File: src/rtl/hmcp_pkg.sv
// Shared types and constants for the hex memory command parser.
// Used by the front, queue, back and top-level modules; depends on nothing.
package hmcp_pkg;

   localparam int MAX_BYTES   = 1024;
   localparam int COUNT_W     = $clog2(MAX_BYTES + 1);
   localparam int INDEX_W     = 10;
   localparam int LENGTH_W    = 11;
   localparam int ADDR_W      = 16;
   localparam int ADDR_ACC_W  = ADDR_W + 1;
   localparam int BYTE_ACC_W  = 9;
   localparam int QUEUE_DEPTH = 4;
   localparam int QPTR_W      = $clog2(QUEUE_DEPTH);
   localparam int ROW_BYTES   = 16;

   localparam logic [7:0] CHAR_SPACE = 8'h20;

   typedef enum logic [1:0] {
      PH_ADDR = 2'd0,
      PH_SKIP = 2'd1,
      PH_DATA = 2'd2,
      PH_DROP = 2'd3
   } phase_type;

   typedef enum logic [1:0] {
      KIND_DATA  = 2'd0,
      KIND_READ  = 2'd1,
      KIND_WRITE = 2'd2,
      KIND_ERROR = 2'd3
   } kind_type;

   typedef enum logic [2:0] {
      ERR_NONE      = 3'd0,
      ERR_BAD_ADDR  = 3'd1,
      ERR_BAD_CHAR  = 3'd2,
      ERR_BAD_VALUE = 3'd3,
      ERR_OVERFLOW  = 3'd4
   } error_type;

   // Everything one character produces: an optional data byte, then an
   // optional closing result for the line.
   typedef struct packed {
      logic                  has_byte;
      logic [7:0]            data_byte;
      logic [INDEX_W-1:0]    byte_index;
      logic                  has_final;
      kind_type              kind;
      logic [ADDR_W-1:0]     address;
      logic [LENGTH_W-1:0]   length;
      error_type             error_code;
   } entry_type;

endpackage

File: src/rtl/hmcp_front.sv
// Front end of the parser: accepts characters, keeps the line state and
// builds one queue entry per character that produces results. Uses hmcp_pkg.
module hmcp_front
   import hmcp_pkg::*;
(
   input  logic       clock,
   input  logic       reset,
   input  logic       req_valid,
   output logic       req_stall,
   input  logic [7:0] req_character,
   input  logic       req_line_end,
   input  logic       queue_full,
   output logic       push_en,
   output entry_type  push_entry
);

   phase_type              phase_ff, phase_in, phase_step;
   logic [ADDR_ACC_W-1:0]  addr_ff, addr_in, addr_step;
   logic                   too_big_ff, too_big_in, too_big_step;
   logic [BYTE_ACC_W-1:0]  bacc_ff, bacc_in, bacc_new;
   logic                   has_digit_ff, has_digit_in, has_digit_new;
   logic [COUNT_W-1:0]     count_ff, count_in, count_step;
   error_type              perr_ff, perr_in, perr_step;

   logic       accept;
   logic       hex_ok;
   logic [3:0] hex_d;
   logic       is_space;
   logic       enter_data;
   logic       addr_fail;
   logic       bad_char;
   logic       closes;
   logic       bad_value;
   logic       overflow;
   logic       emit;
   logic       fail;
   error_type  fail_code;

   assign req_stall = queue_full;
   assign accept    = req_valid && !queue_full;
   assign is_space  = (req_character == CHAR_SPACE);

   always_comb begin
      hex_ok = 1'b1;
      hex_d  = 4'd0;
      if (req_character inside {[8'h30:8'h39]}) begin
         hex_d = req_character[3:0];
      end else if (req_character inside {[8'h41:8'h46], [8'h61:8'h66]}) begin
         hex_d = req_character[3:0] + 4'd9;
      end else begin
         hex_ok = 1'b0;
      end
   end

   // A character goes to the data path when it ends the address with
   // something other than a space, follows the skipped spaces, or is data.
   assign enter_data = (phase_ff == PH_ADDR && !hex_ok && !too_big_ff && !is_space) ||
                       (phase_ff == PH_SKIP && !is_space) ||
                       (phase_ff == PH_DATA);
   assign addr_fail  = (phase_ff == PH_ADDR) && !hex_ok && too_big_ff;
   assign bad_char   = enter_data && !hex_ok && !is_space;

   always_comb begin
      bacc_new = bacc_ff;
      if (hex_ok) begin
         if (bacc_ff[BYTE_ACC_W-1:4] != '0) begin
            bacc_new = BYTE_ACC_W'(9'h100);
         end else begin
            bacc_new = {1'b0, bacc_ff[3:0], hex_d};
         end
      end
   end

   assign has_digit_new = hex_ok || has_digit_ff;
   assign closes    = enter_data && !bad_char && (is_space || req_line_end) && has_digit_new;
   assign bad_value = closes && bacc_new[BYTE_ACC_W-1];
   assign overflow  = closes && !bacc_new[BYTE_ACC_W-1] &&
                      (count_ff >= COUNT_W'(MAX_BYTES));
   assign emit      = closes && !bacc_new[BYTE_ACC_W-1] &&
                      (count_ff < COUNT_W'(MAX_BYTES));
   assign fail      = addr_fail || bad_char || bad_value || overflow;

   always_comb begin
      if (addr_fail) begin
         fail_code = ERR_BAD_ADDR;
      end else if (bad_char) begin
         fail_code = ERR_BAD_CHAR;
      end else if (bad_value) begin
         fail_code = ERR_BAD_VALUE;
      end else begin
         fail_code = ERR_OVERFLOW;
      end
   end

   // Phase after this character, before the end-of-line return to the start.
   always_comb begin
      phase_step = phase_ff;
      if (fail) begin
         phase_step = PH_DROP;
      end else begin
         case (phase_ff)
            PH_ADDR: begin
               if (hex_ok) begin
                  phase_step = PH_ADDR;
               end else if (is_space) begin
                  phase_step = PH_SKIP;
               end else begin
                  phase_step = PH_DATA;
               end
            end
            PH_SKIP: phase_step = is_space ? PH_SKIP : PH_DATA;
            PH_DATA: phase_step = PH_DATA;
            PH_DROP: phase_step = PH_DROP;
            default: phase_step = PH_DROP;
         endcase
      end
      phase_in = phase_ff;
      if (accept) begin
         phase_in = req_line_end ? PH_ADDR : phase_step;
      end
   end

   // Accumulators, counters and the queue entry.
   always_comb begin
      addr_step    = addr_ff;
      too_big_step = too_big_ff;
      if (phase_ff == PH_ADDR && hex_ok) begin
         if (addr_ff[ADDR_ACC_W-1:12] != '0) begin
            addr_step    = ADDR_ACC_W'(17'h10000);
            too_big_step = 1'b1;
         end else begin
            addr_step = {1'b0, addr_ff[11:0], hex_d};
         end
      end
      count_step = count_ff + COUNT_W'(emit);
      perr_step  = fail ? fail_code : perr_ff;

      push_entry            = '0;
      push_entry.has_byte   = emit;
      push_entry.data_byte  = bacc_new[7:0];
      push_entry.byte_index = count_ff[INDEX_W-1:0];
      push_entry.has_final  = req_line_end;
      push_entry.kind       = KIND_READ;
      push_entry.error_code = ERR_NONE;
      if (phase_step == PH_DROP) begin
         push_entry.kind       = KIND_ERROR;
         push_entry.error_code = perr_step;
      end else if (phase_step == PH_DATA) begin
         push_entry.kind    = KIND_WRITE;
         push_entry.address = addr_step[ADDR_W-1:0];
         push_entry.length  = LENGTH_W'(count_step);
      end else if (too_big_step) begin
         push_entry.kind       = KIND_ERROR;
         push_entry.error_code = ERR_BAD_ADDR;
      end else begin
         push_entry.address = addr_step[ADDR_W-1:0];
         push_entry.length  = LENGTH_W'(ROW_BYTES) - {{(LENGTH_W-4){1'b0}}, addr_step[3:0]};
      end
      push_en = accept && (emit || req_line_end);

      addr_in      = addr_ff;
      too_big_in   = too_big_ff;
      bacc_in      = bacc_ff;
      has_digit_in = has_digit_ff;
      count_in     = count_ff;
      perr_in      = perr_ff;
      if (accept) begin
         if (req_line_end) begin
            addr_in      = '0;
            too_big_in   = 1'b0;
            bacc_in      = '0;
            has_digit_in = 1'b0;
            count_in     = '0;
            perr_in      = ERR_NONE;
         end else begin
            addr_in    = addr_step;
            too_big_in = too_big_step;
            count_in   = count_step;
            perr_in    = perr_step;
            if (enter_data && !bad_char) begin
               if (closes) begin
                  bacc_in      = '0;
                  has_digit_in = 1'b0;
               end else begin
                  bacc_in      = bacc_new;
                  has_digit_in = has_digit_new;
               end
            end
         end
      end
   end

   always_ff @(posedge clock) begin
      if (reset) begin
         phase_ff     <= PH_ADDR;
         addr_ff      <= '0;
         too_big_ff   <= 1'b0;
         bacc_ff      <= '0;
         has_digit_ff <= 1'b0;
         count_ff     <= '0;
         perr_ff      <= ERR_NONE;
      end else begin
         phase_ff     <= phase_in;
         addr_ff      <= addr_in;
         too_big_ff   <= too_big_in;
         bacc_ff      <= bacc_in;
         has_digit_ff <= has_digit_in;
         count_ff     <= count_in;
         perr_ff      <= perr_in;
      end
   end

endmodule

File: src/rtl/hmcp_queue.sv
// Short queue of parsed entries between the front and back of the parser.
// Uses entry_type and the depth constants from hmcp_pkg.
module hmcp_queue
   import hmcp_pkg::*;
(
   input  logic      clock,
   input  logic      reset,
   input  logic      push_en,
   input  entry_type push_entry,
   output logic      full,
   input  logic      pop_en,
   output logic      not_empty,
   output entry_type head
);

   entry_type           entries_ff [QUEUE_DEPTH];
   logic [QPTR_W-1:0]   wr_ptr_ff, wr_ptr_in;
   logic [QPTR_W-1:0]   rd_ptr_ff, rd_ptr_in;
   logic [QPTR_W:0]     count_ff, count_in;

   assign full      = (count_ff == (QPTR_W+1)'(QUEUE_DEPTH));
   assign not_empty = (count_ff != '0);
   assign head      = entries_ff[rd_ptr_ff];

   always_comb begin
      wr_ptr_in = push_en ? wr_ptr_ff + 1'b1 : wr_ptr_ff;
      rd_ptr_in = pop_en  ? rd_ptr_ff + 1'b1 : rd_ptr_ff;
      count_in  = count_ff + (QPTR_W+1)'(push_en) - (QPTR_W+1)'(pop_en);
   end

   always_ff @(posedge clock) begin
      if (reset) begin
         wr_ptr_ff <= '0;
         rd_ptr_ff <= '0;
         count_ff  <= '0;
      end else begin
         wr_ptr_ff <= wr_ptr_in;
         rd_ptr_ff <= rd_ptr_in;
         count_ff  <= count_in;
      end
   end

   always_ff @(posedge clock) begin
      if (push_en) begin
         entries_ff[wr_ptr_ff] <= push_entry;
      end
   end

   a_no_push_full: assert property (@(posedge clock) disable iff (reset)
      !(push_en && full))
      else $error("queue pushed while full");

   a_no_pop_empty: assert property (@(posedge clock) disable iff (reset)
      !(pop_en && !not_empty))
      else $error("queue popped while empty");

   a_count_track: assert property (@(posedge clock) disable iff (reset)
      (push_en && !pop_en) |=> (count_ff == $past(count_ff) + 1'b1))
      else $error("queue count did not follow a push");

   a_count_bound: assert property (@(posedge clock) disable iff (reset)
      count_ff <= (QPTR_W+1)'(QUEUE_DEPTH))
      else $error("queue count above depth");

endmodule

File: src/rtl/hmcp_back.sv
// Back end of the parser: takes entries from the queue and delivers the data
// byte and closing results one at a time from registers. Uses hmcp_pkg.
module hmcp_back
   import hmcp_pkg::*;
(
   input  logic                clock,
   input  logic                reset,
   input  logic                not_empty,
   input  entry_type           head,
   output logic                pop_en,
   output logic                rsp_valid,
   input  logic                rsp_stall,
   output logic [1:0]          rsp_kind,
   output logic [ADDR_W-1:0]   rsp_address,
   output logic [7:0]          rsp_data_byte,
   output logic [INDEX_W-1:0]  rsp_byte_index,
   output logic [LENGTH_W-1:0] rsp_length,
   output logic [2:0]          rsp_error_code,
   output logic                rsp_final_res
);

   entry_type cur_ff, cur_in;
   logic      valid_ff, valid_in;
   logic      byte_sent_ff, byte_sent_in;
   logic      show_byte;
   logic      taken;
   logic      done;

   assign show_byte = cur_ff.has_byte && !byte_sent_ff;
   assign taken     = valid_ff && !rsp_stall;
   // An entry is finished once its last pending result is taken.
   assign done      = taken && !(show_byte && cur_ff.has_final);
   assign pop_en    = (!valid_ff || done) && not_empty;

   always_comb begin
      cur_in       = cur_ff;
      valid_in     = valid_ff;
      byte_sent_in = byte_sent_ff;
      if (pop_en) begin
         cur_in       = head;
         valid_in     = 1'b1;
         byte_sent_in = 1'b0;
      end else if (done) begin
         valid_in = 1'b0;
      end else if (taken) begin
         byte_sent_in = 1'b1;
      end
   end

   always_ff @(posedge clock) begin
      if (reset) begin
         valid_ff     <= 1'b0;
         byte_sent_ff <= 1'b0;
      end else begin
         valid_ff     <= valid_in;
         byte_sent_ff <= byte_sent_in;
      end
   end

   always_ff @(posedge clock) begin
      cur_ff <= cur_in;
   end

   always_comb begin
      rsp_valid = valid_ff;
      if (show_byte) begin
         rsp_kind       = KIND_DATA;
         rsp_address    = '0;
         rsp_data_byte  = cur_ff.data_byte;
         rsp_byte_index = cur_ff.byte_index;
         rsp_length     = '0;
         rsp_error_code = ERR_NONE;
         rsp_final_res  = 1'b0;
      end else begin
         rsp_kind       = cur_ff.kind;
         rsp_address    = cur_ff.address;
         rsp_data_byte  = '0;
         rsp_byte_index = '0;
         rsp_length     = cur_ff.length;
         rsp_error_code = cur_ff.error_code;
         rsp_final_res  = 1'b1;
      end
   end

endmodule

File: src/rtl/hex_memory_command_parser_core.sv
// Top level of the hex memory command parser: front end, entry queue, back end.
// Depends on hmcp_pkg, hmcp_front, hmcp_queue and hmcp_back.
//
//   Channel  Dir  Handshake            Payload
//   req      in   req_valid/req_stall  req_character, req_line_end
//   rsp      out  rsp_valid/rsp_stall  kind, address, data_byte, byte_index,
//                                      length, error_code, final_res
//
// One character is accepted per cycle while the four-entry queue has room.
// A character that produces results appears on rsp once it has passed the queue and the
// back-end entry register; a data byte and the closing result are delivered one at a time.
// Reset is synchronous and returns the parser to the start of a line.
// A stall on rsp backs up into the queue and then stalls req.
module hex_memory_command_parser_core
   import hmcp_pkg::*;
(
   input  logic                clock,
   input  logic                reset,
   input  logic                req_valid,
   output logic                req_stall,
   input  logic [7:0]          req_character,
   input  logic                req_line_end,
   output logic                rsp_valid,
   input  logic                rsp_stall,
   output logic [1:0]          rsp_kind,
   output logic [ADDR_W-1:0]   rsp_address,
   output logic [7:0]          rsp_data_byte,
   output logic [INDEX_W-1:0]  rsp_byte_index,
   output logic [LENGTH_W-1:0] rsp_length,
   output logic [2:0]          rsp_error_code,
   output logic                rsp_final_res
);

   logic      queue_full;
   logic      push_en;
   entry_type push_entry;
   logic      pop_en;
   logic      not_empty;
   entry_type head;

   hmcp_front u_front (
      .clock         (clock),
      .reset         (reset),
      .req_valid     (req_valid),
      .req_stall     (req_stall),
      .req_character (req_character),
      .req_line_end  (req_line_end),
      .queue_full    (queue_full),
      .push_en       (push_en),
      .push_entry    (push_entry)
   );

   hmcp_queue u_queue (
      .clock      (clock),
      .reset      (reset),
      .push_en    (push_en),
      .push_entry (push_entry),
      .full       (queue_full),
      .pop_en     (pop_en),
      .not_empty  (not_empty),
      .head       (head)
   );

   hmcp_back u_back (
      .clock          (clock),
      .reset          (reset),
      .not_empty      (not_empty),
      .head           (head),
      .pop_en         (pop_en),
      .rsp_valid      (rsp_valid),
      .rsp_stall      (rsp_stall),
      .rsp_kind       (rsp_kind),
      .rsp_address    (rsp_address),
      .rsp_data_byte  (rsp_data_byte),
      .rsp_byte_index (rsp_byte_index),
      .rsp_length     (rsp_length),
      .rsp_error_code (rsp_error_code),
      .rsp_final_res  (rsp_final_res)
   );

endmodule

File: config.mk
export PLATFORM = sky130hd
export DESIGN_NAME = hex_memory_command_parser_core
export DESIGN_NICKNAME = d
export VERILOG_FILES = /design/src/rtl/hmcp_pkg.sv /design/src/rtl/hmcp_front.sv /design/src/rtl/hmcp_queue.sv /design/src/rtl/hmcp_back.sv /design/src/rtl/hex_memory_command_parser_core.sv
export SDC_FILE = /design/constraint.sdc
export NUM_CORES = 1
export LEC_CHECK = 0
export BUFFER_PORTS_ARGS = -buffer_cell sky130_fd_sc_hd__clkbuf_2
export CAP_MARGIN = 20
export CORE_MARGIN = 4
export CORE_UTILIZATION = 60
export CTS_CLUSTER_DIAMETER = 100
export DETAILED_ROUTE_END_ITERATION = 10
export GPL_TIMING_DRIVEN = 0
export PLACE_DENSITY = 0.78
export SLEW_MARGIN = 0
export SYNTH_ARGS = -nofsm -noshare
export SYNTH_HDL_FRONTEND = slang
export SYNTH_SLANG_ARGS = --single-unit
export TNS_END_PERCENT = 50
File: constraint.sdc
create_clock -name clock -period 5.3 [get_ports clock]
set_clock_uncertainty 0.05 [all_clocks]
set_input_delay 0.53 -clock clock [delete_from_list [all_inputs] [get_ports clock]]
set_output_delay 0.53 -clock clock [all_outputs]
set_load 0.01 [all_outputs]
Word level (Yosys, flattened, before mapping)
Memory sizes are Yosys's and may differ from the RTL's. A register that Yosys moved wholly into a read port is not among the register bits.
Cells that the tools add are included.

word-level totals
  flip-flop bits (word level) = 53
  RAM bits = 208
  input port bits = 13
  output and inout port bits = 53
  word-level logic and storage cells = 141
  memories = 1

operators by class
  add/subtract/negate cells = 7
  $lt $le $gt $ge = 8
  equality and inequality tests = 7
  muxes and demuxes = 48
  bitwise gates (word level) = 1
  reduce and logical (&&, ||, !) cells = 56

memories
  memory              words  width  rd ports  clocked after memory_dff  wr ports  RTL line          text
  u_queue.entries_ff  4      52     1         1                         1         hmcp_queue.sv:16  entry_type entries_ff [QUEUE_DEPTH];

operators by type and width
  operator                                                                              number
  27-bit two-way mux                                                                    2
  17-bit two-way mux                                                                    3
  9-bit two-way mux                                                                     5
  29-bit two-way mux                                                                    1
  1-bit logical AND                                                                     25
  3-bit two-way mux                                                                     8
  11-bit two-way mux                                                                    2
  8-bit by 7-bit greater-or-equal comparator with 1-bit output (second input constant)  2
  8-bit by 7-bit less-or-equal comparator with 1-bit output (second input constant)     2
  16-bit two-way mux                                                                    1
  1-bit two-way mux                                                                     14
  2-bit two-way mux                                                                     7
  11-bit by 1-bit adder with 11-bit output                                              1
  11-bit greater-or-equal comparator (second input constant)                            1
  11-bit < comparator (second input constant)                                           1
  1-bit zero test                                                                       10
  10-bit two-way mux                                                                    1
  5-bit nonzero test                                                                    2
  1-bit logical OR                                                                      9
  2-bit == test (second input constant)                                                 4
  8-bit by 6-bit == test with 1-bit output (second input constant)                      1
  8-bit by 6-bit greater-or-equal comparator with 1-bit output (second input constant)  1
  8-bit by 6-bit less-or-equal comparator with 1-bit output (second input constant)     1
  4-bit two-way mux                                                                     2
  15 further kinds                                                                      21

Depth between registers and ports, before layout
Gate-level depths: netlist of run 1.

  depth after elaboration = 24
  mapped depth = 16
  mapped depth without buffers = 15

Cells and area by module
From an unflattened synthesis of run 1, not the netlist that was laid out.

unflattened totals
  cell total of the unflattened synthesis = 847
  area, all modules = 13,266.5 sq um

modules (own cells, without submodules)
  module      instances  cells an instance  area each (sq um)
  hmcp_queue  1          314                8,005.2
  hmcp_front  1          414                3,160.5
  hmcp_back   1          119                2,100.8

Least setup slack after synthesis of run 1
No wires, ideal clock.

  path type = input port to flip-flop
  start point = input rsp_stall
  end point = register u_queue.count_ff[1]
  data arrival time = 4.680 ns
  path slack = 0.446 ns
  stages = 8
  cell sequence = inv_1 nand2_1 a21oi_1 ha_1 inv_1 ha_1 fa_1 nor2b_1

between the ends
  cells in the longest elaborated chain, start to end = 6

RTL lines
  item                                         RTL line                              text
  start, declared                              hex_memory_command_parser_core.sv:24  input logic rsp_stall,
  1-bit zero test                              hmcp_back.sv:30                       assign taken = valid_ff && !rsp_stall;
  1-bit logical AND                            hmcp_back.sv:30
  1-bit logical AND                            hmcp_back.sv:32                       assign done = taken && !(show_byte && cur_ff.has_final);
  1-bit logical OR                             hmcp_back.sv:33                       assign pop_en = (!valid_ff || done) && not_empty;
  1-bit logical AND                            hmcp_back.sv:33
  net pop_en                                   hex_memory_command_parser_core.sv:37  logic pop_en;
  3-bit by 1-bit subtractor with 3-bit output  hmcp_queue.sv:28                      count_in = count_ff + (QPTR_W+1)'(push_en) - (QPTR_W+1)'(pop_en);
  net u_queue.count_in[1]                      hmcp_queue.sv:19                      logic [QPTR_W:0] count_ff, count_in;
  end signal, assigned                         hmcp_queue.sv:39                      count_ff <= count_in;
  end, declared                                hmcp_queue.sv:19

The timed path passes the listed nets, and every way through them passes these cells.
A chain may end at the register's enable or synchronous reset.

==> metrics, run 1 <==
reg-to-reg startpoint=u_front.phase_ff[1]; fraction of layout cells with a size suffix above 1=21.0%; final WL=26.2 mm; Slew Limit Fails=0; routed vias=7578; CTS H-tree depth=1; input/output buffers=64; main combinational cell family by area after synthesis=simple AND/OR/NAND/NOR gates; Post-Layout Cell Count=1251; FF-to-FF setup slack=1.82 ns; end of the worst register-to-register path=u_queue.entries_ff[0][11]; # fillers=1377; simple-gate share of the synthesized area=10.6%; routability cong.=0.925; dpl cells=1194; Die Wd=155 um; # diodes=0; Endpoint, Worst Hold=u_queue.count_ff[1]; initial drt markers=1013; largest net degree at the start of global routing=53; Placed Area=0.0136 mm^2; CP Buf/Inv Count=2; Post-synth EDFFs=260; minimum clock period=3.62 ns; num ports=66; P_leak=5.01 nW; Worst-path clk slew=0.06 ns; Post-CTS Hold Buffers=0; nets@finish=978; Detailed Place HPWL=16.3 mm; WS Path Type=in -> reg; Mapped Nets=879; grt ovf=0; first drt pass iteration count=5; most instantiated library cell after synthesis=edfxtp_1; Starting Density=61.1%; Worst Hold Depth=2; clock buffer depth=3; Worst VDD drop=245 uV; met3 usage=3.69%; DRC=0; total clock sinks=313; initial antenna violation count=0; CP Max Fanout=8; Largest delay share family, worst path=simple AND/OR/NAND/NOR gates; number of synthesized register bits=313; post-synthesis cell type count=64; Slowest-stage cell, CP=nor3_1; Hold Crit Class=in -> reg; yosys warns=0; GR peak layer=met2; vias in the first global route=7629; Tot GR Track Use=22.3%; Hold Vio Cnt, Final=0; outcome=completed; Synth Area in XOR/XNOR=1.22%; multiplexer share of the synthesized area=9.57%; Async SR Flop Fraction=0%; hold path start=reset; Seq/Total Area, Yosys=68.8%; post-DR vias/cell=6.06; Area Overhead vs Synth=14.3%; CTS tree=built; fin area=0.0147 mm^2; max incr delay on CP=0.45 ns; number of setup violations in the final report=0; unrepaired setup endpoints after global routing=false; met2 Use GR=37.1%; Synth top area share=60.6%; grt met1 use=30.9%; first-pass GRT wire length=41.7 mm; row count=53; Syn Inst Count=853; clk root buf=clkbuf_16; CP Capture Type=flip-flop; cts bufs inserted=30; Post-Synth Adder-Cell Area=1.32%; syn avg cell area=15.1 um^2; Synth top cells by count=edfxtp_1, nor2_1, and2_1; Power Dens Cells=474 mW/mm^2; Primary FF master, synth=edfxtp_1; CP Data Arrival Time=3.84 ns; Max-slew headroom=35.7%; Reg2Reg Depth=12; ranking of synthesized cells by area=edfxtp_1, mux4_2, dfxtp_1, and2_1, nor2_1; crit-path cells=clkbuf_2 > inv_1 > ha_1 > and4bb_2 > a21oi_2 > a32o_2 > o21ai_2 > nor3_1 > and2_1 > ha_1 > and3_1 > and2_0 > and3_1 > xnor2_1 > nor2_1; Worst-Skew Late Latency=0.54 ns; CP startpoint kind=primary input; Synth Cell Area=0.0129 mm^2; core area=0.0211 mm^2; compound-gate portion of the synthesized area=6.48%; ANT nets after route=0; Fmax=276 MHz; Post-CTS Setup Inserts=0; die height=155 um; Yosys top cell by area=edfxtp_1; DR WL/cell=21.0 um; Worst-Margin Slew=0.965 ns; post-cts sizing count=0; Max-Cap Viols=0; die area=0.0239 mm^2; Final period util=68.3%; CP Data Required Time=5.52 ns
## logic make-up after synthesis
group | after synthesis
AO/OA/AOI/OAI | 128
adder cells (fa/ha/maj) | 13
AND/OR/NAND/NOR | 262
buffers and inverters | 61
flip-flops | 313
XOR/XNOR | 18
multiplexers | 58
## through the flow
| step | TNS [ns] | total power [mW] | hold slack (ns) | util, % | setup WS [ns] |
|---|---|---|---|---|---|
| final | 0 | 6.99 | 0.331 | 69.9 | 1.68 |
| after global routing | 0 | 7.32 | 0.339 | 69.9 | 1.43 |
| after CTS | 0 | 7.03 | 0.304 | 69.8 | 1.73 |
| after detailed placement | 0 | 4.76 | 0.405 | 64.6 | 1.19 |
| after global placement | -66.03 | 4.69 | 0.402 | 64.2 | -1.56 |
| after floorplan | 0 | 4.18 | 0.387 | - | 0.446 |
## how the worst max path moves through the flow
stage                                start                         to  slack [ns]  cells past startpoint
final                     req_character[0]  u_queue.entries_ff[0][11]        1.68                     15
after CTS                 req_character[0]       u_front.count_ff[10]        1.73                     15
after detailed placement  req_character[0]  u_queue.entries_ff[0][11]        1.19                     15
after global routing      req_character[0]       u_front.count_ff[10]        1.43                     15
after floorplan                  rsp_stall        u_queue.count_ff[1]        0.45                      8
after global placement           rsp_stall        u_queue.count_ff[1]       -1.56                      9
## layout make-up
| cell class | instances | area (um^2) | share of cell area (%) |
|---|---|---|---|
| flip-flops and latches | 313 | 8870 | 60.2 |
| multi-input cells | 479 | 3780 | 25.6 |
| clock buffers | 45 | 938 | 6.37 |
| repair buffers | 67 | 383 | 2.60 |
| well taps | 275 | 344 | 2.34 |
| plain buffers | 46 | 203 | 1.38 |
| clock inverters | 11 | 160 | 1.09 |
| inverters | 15 | 56.3 | 0.382 |
## registers in the layout (all words and copies together), names as in the netlist
signal                count
u_queue.entries_ff      208
u_front.bacc_ff           9
u_front.has_digit_ff      1
u_front.perr_ff           3
u_back.byte_sent_ff       1
u_front.phase_ff          2
u_front.count_ff         11
u_queue.count_ff          3
u_front.too_big_ff        1
u_queue.rd_ptr_ff         2
u_front.addr_ff          17
u_queue.wr_ptr_ff         2
u_back.rsp_valid          1
u_back.cur_ff            52
## where the power goes
group	total [mW]	leakage [nW]	internal, mW	switching, mW
logic	1.57	1.64	0.675	0.890
clock network	2.29	0.541	1.41	0.873
registers	3.14	2.83	3.06	0.0725
total	6.99	5.01	5.15	1.84
## layer usage
layer  vias to the layer above  part of all wire [%]  wire [um]
li1                       3424                     -          -
met5                         -                     0          0
met1                      3811                    41      10800
met2                       298                    50      13000
met4                         0                   2.2        588
met3                        45                   7.1       1850
## worst register-to-register path, stage by stage (launching register included)
cell,delay [ns]
dfxtp_1,0.31
clkbuf_1,0.32
nor2b_1,0.23
a32o_2,0.19
o21ai_2,0.16
nor3_1,0.46
and2_1,0.21
ha_1,0.20
and3_1,0.23
and2_0,0.31
and3_1,0.29
xnor2_1,0.15
nor2_1,0.10
## cell usage in the layout (no fill, tap or decap), types with 3 or more instances in the layout
| cell type | Yosys | routed |
|---|---|---|
| clkinv_2 | 0 | 5 |
| clkbuf_2 | 0 | 64 |
| clkbuf_1 | 36 | 39 |
| mux2i_1 | 5 | 5 |
| a21oi_2 | 3 | 3 |
| a31oi_1 | 3 | 3 |
| xnor2_1 | 9 | 9 |
| xor2_1 | 9 | 9 |
| mux4_2 | 52 | 52 |
| and2_1 | 60 | 56 |
| nor2_1 | 71 | 71 |
| buf_6 | 3 | 3 |
| nor2b_1 | 7 | 7 |
| nand2b_1 | 3 | 3 |
| and2_4 | 0 | 4 |
| a21oi_1 | 50 | 49 |
| clkbuf_16 | 0 | 31 |
| o21ai_1 | 3 | 3 |
| o21ai_0 | 20 | 20 |
| a21o_1 | 4 | 4 |
| a22oi_1 | 17 | 17 |
| a211o_1 | 3 | 3 |
| or3_1 | 7 | 7 |
| o21ai_2 | 4 | 4 |
| edfxtp_1 | 260 | 260 |
| nand3_1 | 20 | 20 |
| buf_1 | 3 | 3 |
| ha_1 | 12 | 12 |
| inv_1 | 15 | 15 |
| bufinv_16 | 0 | 4 |
| or3b_1 | 5 | 5 |
| clkbuf_8 | 0 | 11 |
| and3_1 | 7 | 7 |
| nor3_1 | 15 | 15 |
| nand2_1 | 52 | 52 |
| dfxtp_1 | 53 | 53 |
| buf_2 | 3 | 3 |
No activity file was read; power rests on OpenSTA's default activity.
==> run 2: changes to the inputs <==
==> constraint.sdc (replaced) <==
create_clock -name clock -period 3.4 [get_ports clock]
set_clock_uncertainty 0.05 [all_clocks]
set_input_delay 0.34 -clock clock [delete_from_list [all_inputs] [get_ports clock]]
set_output_delay 0.34 -clock clock [all_outputs]
set_load 0.01 [all_outputs]
==> run 2 against run 1 <==
- combinational power grew 54%
- utilization increased by 0.083 points
- critical path type unchanged
- largest power group unchanged
- critical endpoint is now u_queue.count_ff[2]
- highest routed layer unchanged
- sequential power is 55% higher
- global-route usage fell by 0.28 points
- design area increased by 0.12%
==> metrics, run 2 (same netlist as run 1, synthesis figures left out) <==
Area Overhead vs Synth=14.5%; # fillers=1359; largest reg by FF count=u_queue.entries_ff; initial antenna violation count=0; core area=0.0211 mm^2; final WL=26.0 mm; Worst-Skew Late Latency=0.55 ns; Setup TNS=0 ns; clock buffer depth=3; Tot GR Track Use=22.1%; dpl cells=1195; P_leak=5.01 nW; first-pass GRT wire length=41.6 mm; Top Registers=u_queue.entries_ff (208), u_back.cur_ff (52), u_front.addr_ff (17); DR WL/cell=20.9 um; ANT nets after route=0; Post-CTS Setup Inserts=0; max FFs per register=208; Post-Layout Cell Count=1246; cts bufs inserted=30; grt ovf=0; Hold Vio Cnt, Final=0; worst hold slack=0.128 ns; hold path start=reset; nets@finish=977; Slew Limit Fails=0; Max-Cap Viols=0; CP Max Fanout=8; clk root buf=clkbuf_16; CTS tree=built; vias in the first global route=7457; input/output buffers=64; row count=53; commonest cells after routing, fill and taps aside=edfxtp_1, nor2_1, clkbuf_2; first drt pass iteration count=7; Final period util=96.2%; fraction of layout cells with a size suffix above 1=20.4%; Detailed Place HPWL=16.2 mm; dpl ws=-0.626 ns; outcome=completed; Worst-Margin Slew=0.963 ns; Power Dens Cells=747 mW/mm^2; Die Wd=155 um; num ports=66; most common cell after layout, fill and taps aside=edfxtp_1; Crit. Startpoint=req_character[0]; WS Path Type=in -> reg; fin worst setup slack=0.130 ns; Starting Density=61.1%; CP Capture Type=flip-flop; DRC=0; CP Data Arrival Time=3.63 ns; reg-to-reg startpoint=u_front.phase_ff[0]; CP Data Required Time=3.76 ns; post-DR vias/cell=6.01; # diodes=0; CP startpoint kind=primary input; number of setup violations in the final report=0; die height=155 um; Worst VDD drop=481 uV; Hold Crit Class=in -> reg; die area=0.0239 mm^2; CTS H-tree depth=1; minimum clock period=3.27 ns; routability cong.=0.947; Worst-path clk slew=0.06 ns; Max-slew headroom=35.8%; routed vias=7484; initial drt markers=801; largest net degree at the start of global routing=53; Fmax=306 MHz; total clock sinks=313; Tot Pwr=11.0 mW
[run 2: critical path, stage by stage]
cell,delay (ns)
clkbuf_2,0.13
inv_1,0.10
ha_1,0.23
and4bb_2,0.28
and2_1,0.22
a21o_1,0.20
o21ai_2,0.40
nor3_2,0.14
o21ai_1,0.49
inv_1,0.21
ha_1,0.27
fa_1,0.39
xnor2_1,0.18
nor2_1,0.06
[run 2: metrics by stage]
step                cell area, um^2  utilization (%)
floorplan                     12900                -
global placement              13600             64.3
detailed placement            13600             64.7
CTS                           14700             69.9
global route                  14700             69.9
finish                        14700             69.9
[run 2: layout make-up]
cell class | instances | area [um^2] | area share [%]
timing repair buffer | 67 | 388 | 2.63
inverter | 15 | 56.3 | 0.382
multi-input combinational | 479 | 3790 | 25.7
tap | 275 | 344 | 2.33
clock inverter | 18 | 314 | 2.13
clock buffer | 34 | 787 | 5.34
sequential | 313 | 8870 | 60.1
buffer | 45 | 199 | 1.35
[run 2: report_power, final]
group / internal (mW) / switching, mW
clock: 2.33 / 1.38
combinational: 1.05 / 1.37
sequential: 4.77 / 0.112
[run 2: path summary, 6_finish.rpt]
path / cells after the start / slack, ns / to
setup / recovery: 14 / 0.13 / u_queue.count_ff[2]
hold reg to reg: 2 / 0.42 / u_front.perr_ff[0]
hold / removal: 2 / 0.13 / u_queue.count_ff[0]
setup reg to reg: 11 / 0.24 / u_queue.count_ff[2]
[run 2: repair_timing]
| item | 4_1_cts | 5_1_grt |
|---|---|---|
| cloned | 0 | 0 |
| endpoints found under the setup margin | 36 | 23 |
| hold buffers | 0 | 0 |
| resized for setup | 2 | 3 |
[run 2: metal layers]
metal / routed length, um / global-route usage (%)
met1: 11100 / 32.3
met2: 12800 / 35.7
met3: 1470 / 2.88
met4: 587 / 5.97
met5: 0 / 0
